File: src/sv/cpcs_pkg.sv
// ----------------------------------------------------------------------------
// cpcs_pkg: shared types and constants of the column profile segmenter
// word layouts for both channels, the event passed from front to back,
// register indexes and reset values
// ----------------------------------------------------------------------------
package cpcs_pkg;

   localparam int PIX_W   = 8;
   localparam int SUM_W   = 16;
   localparam int COL_W   = 12;
   localparam int LIM_W   = 12;
   localparam int ADDR_W  = 3;
   localparam int DATA_W  = 32;

   // column counter wraps to zero after this many columns
   localparam int MAX_COLUMNS = 4096;

   // default depth of the event queue between front and back
   localparam int QUEUE_DEPTH = 4;

   localparam logic [SUM_W-1:0] LIGHT_THRESHOLD_RESET = 16'd37000;
   localparam logic [LIM_W-1:0] SPACE_LIMIT_RESET     = 12'd25;

   typedef enum logic {
      REG_LIGHT_THRESHOLD = 1'b0,
      REG_SPACE_LIMIT     = 1'b1
   } reg_index_type;

   typedef enum logic [1:0] {
      KIND_CHAR  = 2'd0,
      KIND_SPACE = 2'd1,
      KIND_EOL   = 2'd2
   } seg_kind_type;

   typedef struct packed {
      logic [PIX_W-1:0] red;
      logic [PIX_W-1:0] green;
      logic [PIX_W-1:0] blue;
      logic             column_end;
      logic             line_end;
   } req_word_type;

   typedef struct packed {
      seg_kind_type     seg_kind;
      logic [COL_W-1:0] seg_start;
      logic [COL_W-1:0] seg_width;
      logic             last_of_run;
   } rsp_word_type;

   typedef struct packed {
      logic [SUM_W-1:0] light_threshold;
      logic [LIM_W-1:0] space_limit;
   } cfg_type;

   // one classified column event, expanded into results by the back end
   typedef struct packed {
      logic             char_seen;   // a run closed on this column
      logic             eol_seen;    // line ended on this pixel
      logic             space_ok;    // previous character end is valid
      logic [COL_W-1:0] run_start;
      logic [COL_W-1:0] prev_end;
      logic [COL_W-1:0] close_col;
   } seg_event_type;

endpackage

File: src/sv/cpcs_csr.sv
// ----------------------------------------------------------------------------
// cpcs_csr: configuration registers
// apb-style register file holding the light threshold and space limit
// ----------------------------------------------------------------------------
module cpcs_csr
   import cpcs_pkg::*;
(
   input  logic              clock,
   input  logic              reset,
   input  logic              psel,
   input  logic              penable,
   input  logic              pwrite,
   input  logic [ADDR_W-1:0] paddr,
   input  logic [DATA_W-1:0] pwdata,
   output logic [DATA_W-1:0] prdata,
   output logic              pready,
   output cfg_type           cfg
);

   logic [SUM_W-1:0] light_threshold_ff, light_threshold_in;
   logic [LIM_W-1:0] space_limit_ff, space_limit_in;
   logic             wr_en;
   reg_index_type    reg_sel;

   assign pready  = 1'b1;
   assign wr_en   = psel & penable & pwrite;
   assign reg_sel = reg_index_type'(paddr[2]);

   always_comb begin
      light_threshold_in = light_threshold_ff;
      space_limit_in     = space_limit_ff;
      prdata             = '0;
      case (reg_sel)
         REG_LIGHT_THRESHOLD: begin
            if (wr_en) light_threshold_in = pwdata[SUM_W-1:0];
            prdata = {{(DATA_W-SUM_W){1'b0}}, light_threshold_ff};
         end
         REG_SPACE_LIMIT: begin
            if (wr_en) space_limit_in = pwdata[LIM_W-1:0];
            prdata = {{(DATA_W-LIM_W){1'b0}}, space_limit_ff};
         end
         default: begin
            prdata = '0;
         end
      endcase
   end

   always_ff @(posedge clock) begin
      if (reset) begin
         light_threshold_ff <= LIGHT_THRESHOLD_RESET;
         space_limit_ff     <= SPACE_LIMIT_RESET;
      end else begin
         light_threshold_ff <= light_threshold_in;
         space_limit_ff     <= space_limit_in;
      end
   end

   assign cfg.light_threshold = light_threshold_ff;
   assign cfg.space_limit     = space_limit_ff;

endmodule

File: src/sv/cpcs_front.sv
// ----------------------------------------------------------------------------
// cpcs_front: column accumulator and classifier
// sums r+g+b down each column, tracks ink runs and raises column events
// ----------------------------------------------------------------------------
module cpcs_front
   import cpcs_pkg::*;
(
   input  logic          clock,
   input  logic          reset,
   input  cfg_type       cfg,
   input  logic          accept,
   input  req_word_type  word,
   output logic          ev_valid,
   output seg_event_type ev
);

   logic [SUM_W-1:0] sum_ff, sum_in;
   logic [COL_W-1:0] col_ff, col_in;
   logic             run_open_ff, run_open_in;
   logic [COL_W-1:0] run_start_ff, run_start_in;
   logic             prev_valid_ff, prev_valid_in;
   logic [COL_W-1:0] prev_end_ff, prev_end_in;

   logic [SUM_W+1:0] sum_wide;
   logic [SUM_W-1:0] sum_sat;
   logic [COL_W:0]   col_inc;
   logic [COL_W-1:0] col_next;
   logic             col_done;
   logic             blank;
   logic             char_close;

   always_comb begin
      sum_wide = {2'b00, sum_ff} + {{(SUM_W+2-PIX_W){1'b0}}, word.red}
               + {{(SUM_W+2-PIX_W){1'b0}}, word.green}
               + {{(SUM_W+2-PIX_W){1'b0}}, word.blue};
      // saturate at all ones
      sum_sat  = (sum_wide[SUM_W+1:SUM_W] != 2'b00) ? '1 : sum_wide[SUM_W-1:0];
      col_inc  = {1'b0, col_ff} + {{COL_W{1'b0}}, 1'b1};
      col_next = (32'(col_inc) >= MAX_COLUMNS) ? '0 : col_inc[COL_W-1:0];
      col_done = word.column_end | word.line_end;
      blank    = sum_sat > cfg.light_threshold;
      char_close = col_done & blank & run_open_ff;

      sum_in        = sum_ff;
      col_in        = col_ff;
      run_open_in   = run_open_ff;
      run_start_in  = run_start_ff;
      prev_valid_in = prev_valid_ff;
      prev_end_in   = prev_end_ff;

      if (accept) begin
         sum_in = sum_sat;
         if (col_done) begin
            if (blank) begin
               if (run_open_ff) begin
                  prev_end_in   = col_ff;
                  prev_valid_in = 1'b1;
                  run_open_in   = 1'b0;
               end
            end else if (!run_open_ff) begin
               // run opens one column early, clamped at the left edge
               run_start_in = (col_ff == '0) ? '0 : col_ff - {{(COL_W-1){1'b0}}, 1'b1};
               run_open_in  = 1'b1;
            end
            sum_in = '0;
            col_in = col_next;
         end
         if (word.line_end) begin
            col_in        = '0;
            run_open_in   = 1'b0;
            run_start_in  = '0;
            prev_valid_in = 1'b0;
            prev_end_in   = '0;
         end
      end
   end

   always_ff @(posedge clock) begin
      if (reset) begin
         sum_ff        <= '0;
         col_ff        <= '0;
         run_open_ff   <= 1'b0;
         run_start_ff  <= '0;
         prev_valid_ff <= 1'b0;
         prev_end_ff   <= '0;
      end else begin
         sum_ff        <= sum_in;
         col_ff        <= col_in;
         run_open_ff   <= run_open_in;
         run_start_ff  <= run_start_in;
         prev_valid_ff <= prev_valid_in;
         prev_end_ff   <= prev_end_in;
      end
   end

   assign ev_valid     = accept & (char_close | word.line_end);
   assign ev.char_seen = char_close;
   assign ev.eol_seen  = word.line_end;
   assign ev.space_ok  = prev_valid_ff;
   assign ev.run_start = run_start_ff;
   assign ev.prev_end  = prev_end_ff;
   assign ev.close_col = col_ff;

endmodule

File: src/sv/cpcs_evq.sv
// ----------------------------------------------------------------------------
// cpcs_evq: event queue
// small fifo of column events between the classifier and the result stage
// ----------------------------------------------------------------------------
module cpcs_evq
   import cpcs_pkg::*;
#(
   parameter int DEPTH = QUEUE_DEPTH
)
(
   input  logic          clock,
   input  logic          reset,
   input  logic          enq,
   input  seg_event_type enq_ev,
   input  logic          deq,
   output seg_event_type head,
   output logic          head_valid,
   output logic          full
);

   localparam int PTR_W = (DEPTH > 1) ? $clog2(DEPTH) : 1;
   localparam int CNT_W = $clog2(DEPTH + 1);

   seg_event_type    mem_ff [DEPTH];
   logic [PTR_W-1:0] wr_ptr_ff, wr_ptr_in;
   logic [PTR_W-1:0] rd_ptr_ff, rd_ptr_in;
   logic [CNT_W-1:0] count_ff, count_in;
   logic             do_deq;

   assign full       = count_ff == CNT_W'(DEPTH);
   assign head_valid = count_ff != '0;
   assign head       = mem_ff[rd_ptr_ff];
   assign do_deq     = deq & head_valid;

   always_comb begin
      wr_ptr_in = wr_ptr_ff;
      rd_ptr_in = rd_ptr_ff;
      count_in  = count_ff;
      if (enq) begin
         wr_ptr_in = (wr_ptr_ff == PTR_W'(DEPTH - 1)) ? '0 : wr_ptr_ff + PTR_W'(1);
      end
      if (do_deq) begin
         rd_ptr_in = (rd_ptr_ff == PTR_W'(DEPTH - 1)) ? '0 : rd_ptr_ff + PTR_W'(1);
      end
      case ({enq, do_deq})
         2'b10:   count_in = count_ff + CNT_W'(1);
         2'b01:   count_in = count_ff - CNT_W'(1);
         default: count_in = count_ff;
      endcase
   end

   always_ff @(posedge clock) begin
      if (reset) begin
         wr_ptr_ff <= '0;
         rd_ptr_ff <= '0;
         count_ff  <= '0;
      end else begin
         wr_ptr_ff <= wr_ptr_in;
         rd_ptr_ff <= rd_ptr_in;
         count_ff  <= count_in;
      end
   end

   always_ff @(posedge clock) begin
      if (enq) mem_ff[wr_ptr_ff] <= enq_ev;
   end

   a_no_overflow: assert property (@(posedge clock) disable iff (reset)
      count_ff <= CNT_W'(DEPTH))
      else $error("event queue count beyond depth");

   a_enq_has_room: assert property (@(posedge clock) disable iff (reset)
      enq |-> !full)
      else $error("event pushed into full queue");

endmodule

File: src/sv/cpcs_back.sv
// ----------------------------------------------------------------------------
// cpcs_back: result sequencer
// expands each column event into space, character and end of line words
// ----------------------------------------------------------------------------
module cpcs_back
   import cpcs_pkg::*;
(
   input  logic          clock,
   input  logic          reset,
   input  cfg_type       cfg,
   input  seg_event_type head,
   input  logic          head_valid,
   output logic          deq,
   input  logic          pop,
   output logic          empty,
   output rsp_word_type  word
);

   logic             out_valid_ff, out_valid_in;
   rsp_word_type     out_ff;
   logic             sp_done_ff, sp_done_in;
   logic             ch_done_ff, ch_done_in;

   logic [COL_W-1:0] gap;
   logic [COL_W-1:0] glyph_width;
   logic             has_space;
   logic             load;
   seg_kind_type     cur_kind;
   logic             cur_last;
   rsp_word_type     cur_word;

   always_comb begin
      gap         = head.run_start - head.prev_end;
      glyph_width = head.close_col - {{(COL_W-1){1'b0}}, 1'b1} - head.run_start;
      has_space   = head.char_seen & head.space_ok & (gap > cfg.space_limit);

      if (has_space && !sp_done_ff) begin
         cur_kind = KIND_SPACE;
         cur_last = 1'b0;
      end else if (head.char_seen && !ch_done_ff) begin
         cur_kind = KIND_CHAR;
         cur_last = !head.eol_seen;
      end else begin
         cur_kind = KIND_EOL;
         cur_last = 1'b1;
      end

      cur_word.seg_kind    = cur_kind;
      cur_word.last_of_run = cur_last;
      case (cur_kind)
         KIND_SPACE: begin
            cur_word.seg_start = head.prev_end;
            cur_word.seg_width = gap;
         end
         KIND_CHAR: begin
            cur_word.seg_start = head.run_start;
            cur_word.seg_width = glyph_width;
         end
         default: begin
            cur_word.seg_start = '0;
            cur_word.seg_width = '0;
         end
      endcase

      load         = head_valid & (!out_valid_ff | pop);
      deq          = load & cur_last;
      out_valid_in = load | (out_valid_ff & !pop);

      sp_done_in = sp_done_ff;
      ch_done_in = ch_done_ff;
      if (load) begin
         if (cur_last) begin
            sp_done_in = 1'b0;
            ch_done_in = 1'b0;
         end else if (cur_kind == KIND_SPACE) begin
            sp_done_in = 1'b1;
         end else begin
            ch_done_in = 1'b1;
         end
      end
   end

   always_ff @(posedge clock) begin
      if (reset) begin
         out_valid_ff <= 1'b0;
         sp_done_ff   <= 1'b0;
         ch_done_ff   <= 1'b0;
      end else begin
         out_valid_ff <= out_valid_in;
         sp_done_ff   <= sp_done_in;
         ch_done_ff   <= ch_done_in;
      end
   end

   always_ff @(posedge clock) begin
      if (load) out_ff <= cur_word;
   end

   assign empty = !out_valid_ff;
   assign word  = out_ff;

   a_progress_needs_head: assert property (@(posedge clock) disable iff (reset)
      (sp_done_ff || ch_done_ff) |-> head_valid)
      else $error("partial expansion without an event at the head");

   a_load_fills: assert property (@(posedge clock) disable iff (reset)
      load |=> out_valid_ff)
      else $error("output register empty after load");

endmodule

File: src/sv/column_profile_char_segmenter.sv
// ----------------------------------------------------------------------------
// column_profile_char_segmenter: character segmentation by column profile
// splits one text-line band into character, space and end of line segments
// ----------------------------------------------------------------------------
// Pixels of a text-line band enter in column-major order, one word per
// cycle; the block takes one pixel per clock while full is low. The front
// end adds r+g+b down each column (saturating at 16 bits) and, on the last
// pixel of a column, calls the column blank when its sum exceeds
// light_threshold. Ink runs open at the column before the first ink column
// and close at the next blank column, which yields a character word; a gap
// wider than space_limit since the previous character of the same line is
// reported first as a space word. line_end forces the end of the column,
// emits an end of line word, drops any open run and forgets the previous
// character. A pixel yields zero to three result words; results leave one
// per clock while pop keeps the registered output stage free, so the event
// queue (depth QUEUE_DEPTH) soaks up the bursts while the pixel side keeps
// moving. full is raised only when that queue is full. A pixel's event is
// queued, then expanded into the output register. Registers:
// light_threshold at 0x0, space_limit at 0x4, both readable.
// ----------------------------------------------------------------------------
module column_profile_char_segmenter
   import cpcs_pkg::*;
#(
   parameter int QUEUE_DEPTH_P = QUEUE_DEPTH
)
(
   input  logic              clock,
   input  logic              reset,
   // pixel side
   input  logic              push,
   output logic              full,
   input  req_word_type      req_data,
   // result side
   output logic              empty,
   input  logic              pop,
   output rsp_word_type      rsp_data,
   // register port
   input  logic              psel,
   input  logic              penable,
   input  logic              pwrite,
   input  logic [ADDR_W-1:0] paddr,
   input  logic [DATA_W-1:0] pwdata,
   output logic [DATA_W-1:0] prdata,
   output logic              pready
);

   cfg_type       cfg;
   logic          accept;
   logic          ev_valid;
   seg_event_type ev;
   seg_event_type head;
   logic          head_valid;
   logic          deq;

   // a pixel word is taken whenever the queue has room
   assign accept = push & !full;

   cpcs_csr u_csr (
      .clock   (clock),
      .reset   (reset),
      .psel    (psel),
      .penable (penable),
      .pwrite  (pwrite),
      .paddr   (paddr),
      .pwdata  (pwdata),
      .prdata  (prdata),
      .pready  (pready),
      .cfg     (cfg)
   );

   // column sums, run tracking and event generation
   cpcs_front u_front (
      .clock    (clock),
      .reset    (reset),
      .cfg      (cfg),
      .accept   (accept),
      .word     (req_data),
      .ev_valid (ev_valid),
      .ev       (ev)
   );

   // decouples the pixel side from result bursts
   cpcs_evq #(
      .DEPTH (QUEUE_DEPTH_P)
   ) u_evq (
      .clock      (clock),
      .reset      (reset),
      .enq        (ev_valid),
      .enq_ev     (ev),
      .deq        (deq),
      .head       (head),
      .head_valid (head_valid),
      .full       (full)
   );

   // one result word per clock into the output register while it is empty or popped
   cpcs_back u_back (
      .clock      (clock),
      .reset      (reset),
      .cfg        (cfg),
      .head       (head),
      .head_valid (head_valid),
      .deq        (deq),
      .pop        (pop),
      .empty      (empty),
      .word       (rsp_data)
   );

endmodule
File: config.mk
export PLATFORM = sky130hd
export DESIGN_NAME = column_profile_char_segmenter
export DESIGN_NICKNAME = d
export VERILOG_FILES = /design/src/sv/cpcs_pkg.sv /design/src/sv/cpcs_csr.sv /design/src/sv/cpcs_front.sv /design/src/sv/cpcs_evq.sv /design/src/sv/cpcs_back.sv /design/src/sv/column_profile_char_segmenter.sv
export SDC_FILE = /design/constraint.sdc
export NUM_CORES = 1
export LEC_CHECK = 0
export ABC_AREA = 1
export BUFFER_PORTS_ARGS = -buffer_cell sky130_fd_sc_hd__buf_2
export CAP_MARGIN = 20
export CORE_MARGIN = 2
export CORE_UTILIZATION = 55
export CTS_CLUSTER_SIZE = 8
export DETAILED_ROUTE_END_ITERATION = 16
export HOLD_SLACK_MARGIN = 0.06
export PLACE_DENSITY_LB_ADDON = 0.1
export SLEW_MARGIN = 20
export SYNTH_ARGS = -nofsm -noshare
export SYNTH_HDL_FRONTEND = slang
export SYNTH_HIERARCHICAL = 1
export SYNTH_SLANG_ARGS = --single-unit
File: constraint.sdc
create_clock -name clock -period 6 [get_ports clock]
set_clock_uncertainty 0.1 [all_clocks]
set_input_delay 1.2 -clock clock [delete_from_list [all_inputs] [get_ports clock]]
set_output_delay 1.2 -clock clock [all_outputs]
set_load 0.005 [all_outputs]
==> results of run 1 <==
## through the flow
step	hold slack (ns)	instance area (um^2)	TNS (ns)	worst slack, ns	total power (uW)
after floorplan	0.3396	15070	0	0.1204	3256
after global placement	0.3528	15840	-0.07715	-0.07715	3651
after global routing	0.3830	17020	0	0.001648	6051
final	0.3665	17020	0	0.4763	5730
after CTS	0.3684	17010	0	0.4070	5767
after detailed placement	0.3609	15840	-0.4681	-0.1185	3681
## logic make-up after synthesis
group           synth area share (%)
other cells                  0.05006
simple gates                   21.16
fa+ha+maj                      8.374
buf+inv                        10.19
flops                          49.17
compound gates                 9.708
xor+xnor                       1.343
## routing by layer
layer | vias to the layer above | GRT usage (%) | wire [um]
met1 | 5299 | 36.07 | 16430
met3 | 70 | 3.382 | 1975
li1 | 5828 | - | -
met5 | - | 0 | 0
met2 | 326 | 39.84 | 15850
met4 | 0 | 9.142 | 1116
## path summary, 6_finish.rpt
| kind | to | from |
|---|---|---|
| worst max-delay path | u_evq/count_ff[2]$_SDFFE_PP0P_ | req_data[3] |
| worst min-delay path | u_front/sum_ff[5]$_SDFFE_PP0P_ | u_front/sum_ff[5]$_SDFFE_PP0P_ |
| worst max register to register | u_evq/count_ff[2]$_SDFFE_PP0P_ | register |
| worst min register to register | u_front/sum_ff[5]$_SDFFE_PP0P_ | u_front/sum_ff[5]$_SDFFE_PP0P_ |
## cells in the mapped netlist (7+ instances only)
library cell / n / share of area [%]
nand2_1: 354 / 8.9
inv_1: 249 / 6.2
nor2_1: 208 / 5.2
edfxtp_1: 183 / 37
nand3_1: 99 / 3.3
o21ai_0: 96 / 3.2
dfxtp_1: 94 / 13
ha_1: 70 / 5.8
a21oi_1: 69 / 2.3
o22ai_1: 40 / 1.7
buf_4: 29 / 1.5
nand4_1: 23 / 0.96
fa_1: 19 / 2.5
buf_2: 18 / 0.60
xor2_1: 16 / 0.93
buf_6: 14 / 1.1
nand2_2: 14 / 0.58
o22ai_2: 12 / 1.0
inv_2: 11 / 0.28
clkbuf_1: 10 / 0.25
o21ai_2: 8 / 0.47
nor3_1: 7 / 0.23
or2_2: 7 / 0.29
xnor2_1: 7 / 0.41
## area by class of cell
| cell class | instances | share of cell area, % |
|---|---|---|
| multi-input combinational | 1116 | 36.21 |
| clock buffer | 69 | 6.581 |
| tap | 341 | 2.507 |
| clock inverter | 3 | 0.2647 |
| inverter | 264 | 5.941 |
| sequential | 277 | 43.36 |
| timing repair buffer | 136 | 5.132 |
## flip-flops by register name, indices dropped and copies added (netlist names), 3 cells and up, named ones only
signal	cells
u_evq/mem_ff	156
u_back/word	27
u_csr/light_threshold_ff	16
u_front/sum_ff	16
u_csr/space_limit_ff	12
u_front/col_ff	12
u_front/prev_end_ff	12
u_front/run_start_ff	12
u_evq/count_ff	3
## power breakdown
group          total, uW  leakage, uW  switching (uW)  internal [uW]
Clock               2070     0.000554             809           1260
Combinational       1470      0.00457             927            542
Sequential          2190      0.00252            38.1           2150
Total               5730      0.00764            1770           3960
## tightest hold or removal path: stages (launching register included)
cell	delay, ns
dfxtp_1	0.30
nand2_1	0.06
a21oi_1	0.06
## timing repair
item,CTS,global route
setup endpoints to repair,0,1
hold buffers,0,0
gates resized for setup,0,3
buffers inserted,0,0
==> key figures, run 1 <==
Min path
  • Worst Hold Path Cells: 2
  • Hold Path Class: reg -> reg

Route
  • Drt drc: 0
  • DR iter-0 viols: 1052
  • Vias/cell: 5.223
  • Post-route ant nets: 0
  • Drt first pass iters: 5
  • Routed wire length: 35.38 mm
  • WL/cell: 16.04 um
  • Via count: 11523

Floorplanning
  • Die X-Extent: 169.2 um
  • Core ar.: 26880 um^2
  • Initial Util: 55.82%
  • Die H: 169.2 um
  • Num rows: 60
  • Die ar.: 28610 um^2
  • # IOs: 130

Synth
  • Ys flop type: edfxtp_1
  • #FFs+latches synth: 277
  • EDFF count, synth: 183
  • Syn Area/Cell: 8.727 um^2
  • Post-synth design cell area: 15000 um^2
  • Seq/Total Area, Yosys: 49.17%
  • Distinct cells, synth: 51
  • Synth Instances: 1719
  • Synth warn: 6
  • Share of synthesized flip-flops with an asynchronous set or reset: 0%

STA
  • Slew @ Worst Pin: 1.027 ns
  • RSZ-0062 raised after global routing: no
  • # setup viols final: 0
  • Final slew viol count: 0
  • Hold Vio Cnt, Final: 0
  • Slew HR: 31.13%
  • Final min period: 5.524 ns
  • Fmax: 181.0 MHz
  • Final period util: 92.06%

GRT
  • Largest net degree at the start of global routing: 79
  • Tot GR Track Use: 25.28%
  • Initial antenna violation count: 0
  • Number of global-route vias before repair: 10909
  • Global-route wire length before repair: 56.59 mm
  • Grt ovf: 0

Layout
  • Multi-input logic area: 6162 um^2
  • NumNets Final: 1992
  • Layout Cells excl Fill: 2206
  • Seq. cell area: 7378 um^2
  • Layout cells sized above 1: 14.26%
  • Most frequent cells in the layout: nand2_1, inv_1, nor2_1
  • Fill cell count: 2336
  • Final Util: 63.31%
  • Commonest non-fill, non-tap cell in the layout: nand2_1
  • Antenna cells: 0
  • Area Overhead vs Synth: 13.43%

Clock tree
  • Total CTS buffers: 40
  • Root Driver: clkbuf_16
  • CTS tree: done
  • CTS H-tree depth: 2
  • Worst-skew pair later-pin latency: 0.53 ns
  • CTS clk-pin slew, worst paths: 0.05 ns
  • CTS Buffer Depth: 3
  • Clock sinks: 277

Worst setup path
  • Setup CP Type: in -> reg
  • WP depth: 35
  • Setup slack, reg-to-reg: 0.79 ns
  • Worst setup SP type: input pin
  • Buf+Inv Stages, Crit Path: 9
  • Most used cell, CP: inv_1
  • Crit. End Element: register
  • Largest stage delay, worst path: 0.56 ns
  • WP data required: 6.32 ns
  • Slowest cell on crit path: fa_1
  • Crit path arrival time: 5.85 ns
  • CP delay by family, top: adder cells
  • Critical path peak fanout: 3
  • Worst R2R Path Depth: 33

Placement
  • Post-DP HPWL: 25.11 mm
  • Placed Cells: 2134
  • Gpl congestion: 0.8888
  • Port bufs: 94

Power
  • PwrDens: 336.7 nW/um^2
  • Peak VDD IR: 0.1798 mV
  • Pleak: 0.007640 uW

Run
  • Maxcap violations: 0

Status
  • Status: finished, final reports clean
Power figures use the tool's default switching activity.
==> inputs of run 2 (changes only) <==
--- a/config.mk
+++ b/config.mk
@@ -8,9 +8,8 @@
 export ABC_AREA = 1
 export BUFFER_PORTS_ARGS = -buffer_cell sky130_fd_sc_hd__buf_2
 export CAP_MARGIN = 20
-export CORE_MARGIN = 2
 export CORE_UTILIZATION = 55
-export CTS_CLUSTER_SIZE = 8
+export CTS_CLUSTER_SIZE = 12
 export DETAILED_ROUTE_END_ITERATION = 16
 export HOLD_SLACK_MARGIN = 0.06
 export PLACE_DENSITY_LB_ADDON = 0.1
==> key figures, run 2 (synthesis gave the netlist of run 1 again) <==
Layout
  • Largest reg by FF count: u_evq/mem_ff
  • NumNets Final: 1980 (-0.60%)
  • Final Util: 62.37% (-0.95 points)
  • Area Overhead vs Synth: 11.73%
  • Commonest non-fill, non-tap cell in the layout: nand2_1
  • Layout cells sized above 1: 13.98% (-0.28 points)
  • Max reg flops: 156 (unchanged)
  • Antenna cells: 0 (unchanged)
  • Fill cell count: 2360 (+1.0%)
  • Most frequent cells in the layout: nand2_1, inv_1, nor2_1

GRT
  • Number of global-route vias before repair: 10749 (-1.5%)
  • Grt ovf: 0 (unchanged)
  • Tot GR Track Use: 25.55% (+0.27 points)
  • Global-route wire length before repair: 56.23 mm (-0.64%)
  • Initial antenna violation count: 0 (unchanged)
  • Largest net degree at the start of global routing: 79 (unchanged)

Floorplanning
  • Die H: 167.2 um (-1.2%)
  • Die ar.: 27940 um^2 (-2.4%)
  • Die X-Extent: 167.2 um (-1.2%)
  • # IOs: 130 (unchanged)
  • Core ar.: 26880 um^2 (unchanged)
  • Initial Util: 55.82% (unchanged)
  • Num rows: 60 (unchanged)

STA
  • Final min period: 5.548 ns (+0.02423 ns)
  • Slew @ Worst Pin: 1.021 ns (-0.005392 ns)
  • RSZ-0062 raised after global routing: no
  • # setup viols final: 0 (unchanged)
  • Hold Vio Cnt, Final: 0 (unchanged)
  • Final slew viol count: 0 (unchanged)
  • Fmax: 180.2 MHz (-0.44%)
  • Final period util: 92.46% (+0.40 points)
  • Hold WS: 0.3694 ns (+0.002992 ns)
  • Slew HR: 31.49% (+0.36 points)

Worst setup path
  • Crit path arrival time: 5.89 ns (+0.04 ns)
  • Crit. End Element: register
  • Critical path peak fanout: 3 (unchanged)
  • Most used cell, CP: inv_1
  • Setup slack, reg-to-reg: 0.90 ns (+0.11 ns)
  • Setup CP Type: in -> reg
  • WP data required: 6.35 ns (+0.03 ns)
  • Slowest cell on crit path: fa_1
  • Largest stage delay, worst path: 0.56 ns (about the same)
  • Worst setup SP type: input pin

Power
  • Tot Pwr: 5351 uW (-6.6%)
  • Pint: 3662 uW (-7.4%)
  • Switching pwr: 1689 uW (-4.8%)
  • Part of the power in the clock network: 32.1% (-4.1 points)
  • Pleak: 0.007525 uW (-1.5%)
  • Reg power frac: 40.7% (+2.5 points)
  • Switching Share: 31.56% (+0.59 points)
  • Logic pwr share: 27.1% (+1.5 points)
  • Peak VDD IR: 0.2020 mV (+12%)
  • PwrDens: 319.2 nW/um^2 (-5.2%)

Clock tree
  • Clock sinks: 277 (unchanged)
  • CTS tree: done
  • Root Driver: clkbuf_16
  • Total CTS buffers: 29 (-28%)
  • CTS H-tree depth: 1 (-1)
  • Hold_buf cts: 0 (unchanged)
  • Worst-skew pair later-pin latency: 0.56 ns (+0.03 ns)
  • CTS Buffer Depth: 3 (unchanged)
  • CTS clk-pin slew, worst paths: 0.06 ns (about the same)

Placement
  • Port bufs: 94 (unchanged)
  • Gpl congestion: 0.9158 (+3.0%)
  • Post-DP HPWL: 25.16 mm (+0.17%)

Route
  • Drt drc: 0 (unchanged)
  • Via count: 11565 (+0.36%)
  • Routed wire length: 35.24 mm (-0.39%)
  • Vias/cell: 5.290 (+1.3%)
  • Drt first pass iters: 5 (unchanged)
  • Post-route ant nets: 0 (unchanged)
  • DR iter-0 viols: 965 (-8.3%)
  • WL/cell: 16.12 um (+0.52%)

Run
  • Maxcap violations: 0 (unchanged)

Status
  • Status: finished, final reports clean

Min path
  • Hold Path Class: reg -> reg
## run 2: cell types whose count changed in the layout (fill, tap and decap cells not counted), moves of 2 or more
cell	previous run	this run
clkinv_1	3	5
buf_4	35	32
clkinv_2	0	3
clkbuf_8	1	4
clkbuf_1	28	12
clkbuf_16	40	29
## run 2: cell type report
| class | count | area [um^2] | share of cell area [%] |
|---|---|---|---|
| clock buffers | 45 | 825.8 | 4.927 |
| clock inverters | 8 | 80.08 | 0.4778 |
| inverters | 264 | 1011 | 6.032 |
| multi-input cells | 1116 | 6157 | 36.73 |
| flip-flops and latches | 277 | 7378 | 44.02 |
| well taps | 341 | 426.7 | 2.546 |
| repair buffers | 135 | 882.1 | 5.263 |
## run 2: routing by layer
metal / global-route usage (%) / part of all wire [%]
met4: 7.738 / 2.6
met1: 36.94 / 47
met2: 40.84 / 45
met3: 2.553 / 5.6
met5: 0 / 0
## run 2: path summary, 6_finish.rpt
path / endpoint / cells past startpoint / start
setup / recovery: u_evq/count_ff[2]$_SDFFE_PP0P_ / 33 / req_data[3]
hold / removal: u_front/sum_ff[7]$_SDFFE_PP0P_ / 2 / u_front/sum_ff[7]$_SDFFE_PP0P_
setup reg to reg: u_evq/count_ff[2]$_SDFFE_PP0P_ / 29 / register
hold reg to reg: u_front/sum_ff[7]$_SDFFE_PP0P_ / 2 / u_front/sum_ff[7]$_SDFFE_PP0P_
## run 2: repair_timing
action / in CTS / in global routing
resized for setup: 0 / 2
setup buffers: 0 / 0
setup endpoints to repair: 0 / 1
## run 2: through the flow
stage	setup TNS (ns)	instance area (um^2)	instances	setup WS, ns
6_report	0	16760	2186	0.4521
5_1_grt	0	16760	2186	0.001521
4_1_cts	0	16760	2186	0.4249
3_5_place_dp	-0.8567	15850	2133	-0.1321
3_3_place_gp	-0.08910	15840	2132	-0.08910
2_1_floorplan	0	15070	1734	0.1204
## run 2: critical path: cells and delay by family
kind	cells	cell delay (ns)
adders and majority gates	7	2.44
and+or+nand+nor	17	1.71
buffers and inverters	9	0.55
## run 2: power groups by stage
stage	combinational (uW)	clock (uW)	sequential [uW]
3_5_place_dp	1440	0	2220
2_1_floorplan	1040	0	2220
4_1_cts	1450	1750	2180
6_report	1450	1720	2180
5_1_grt	1640	1820	2190
3_3_place_gp	1410	0	2220
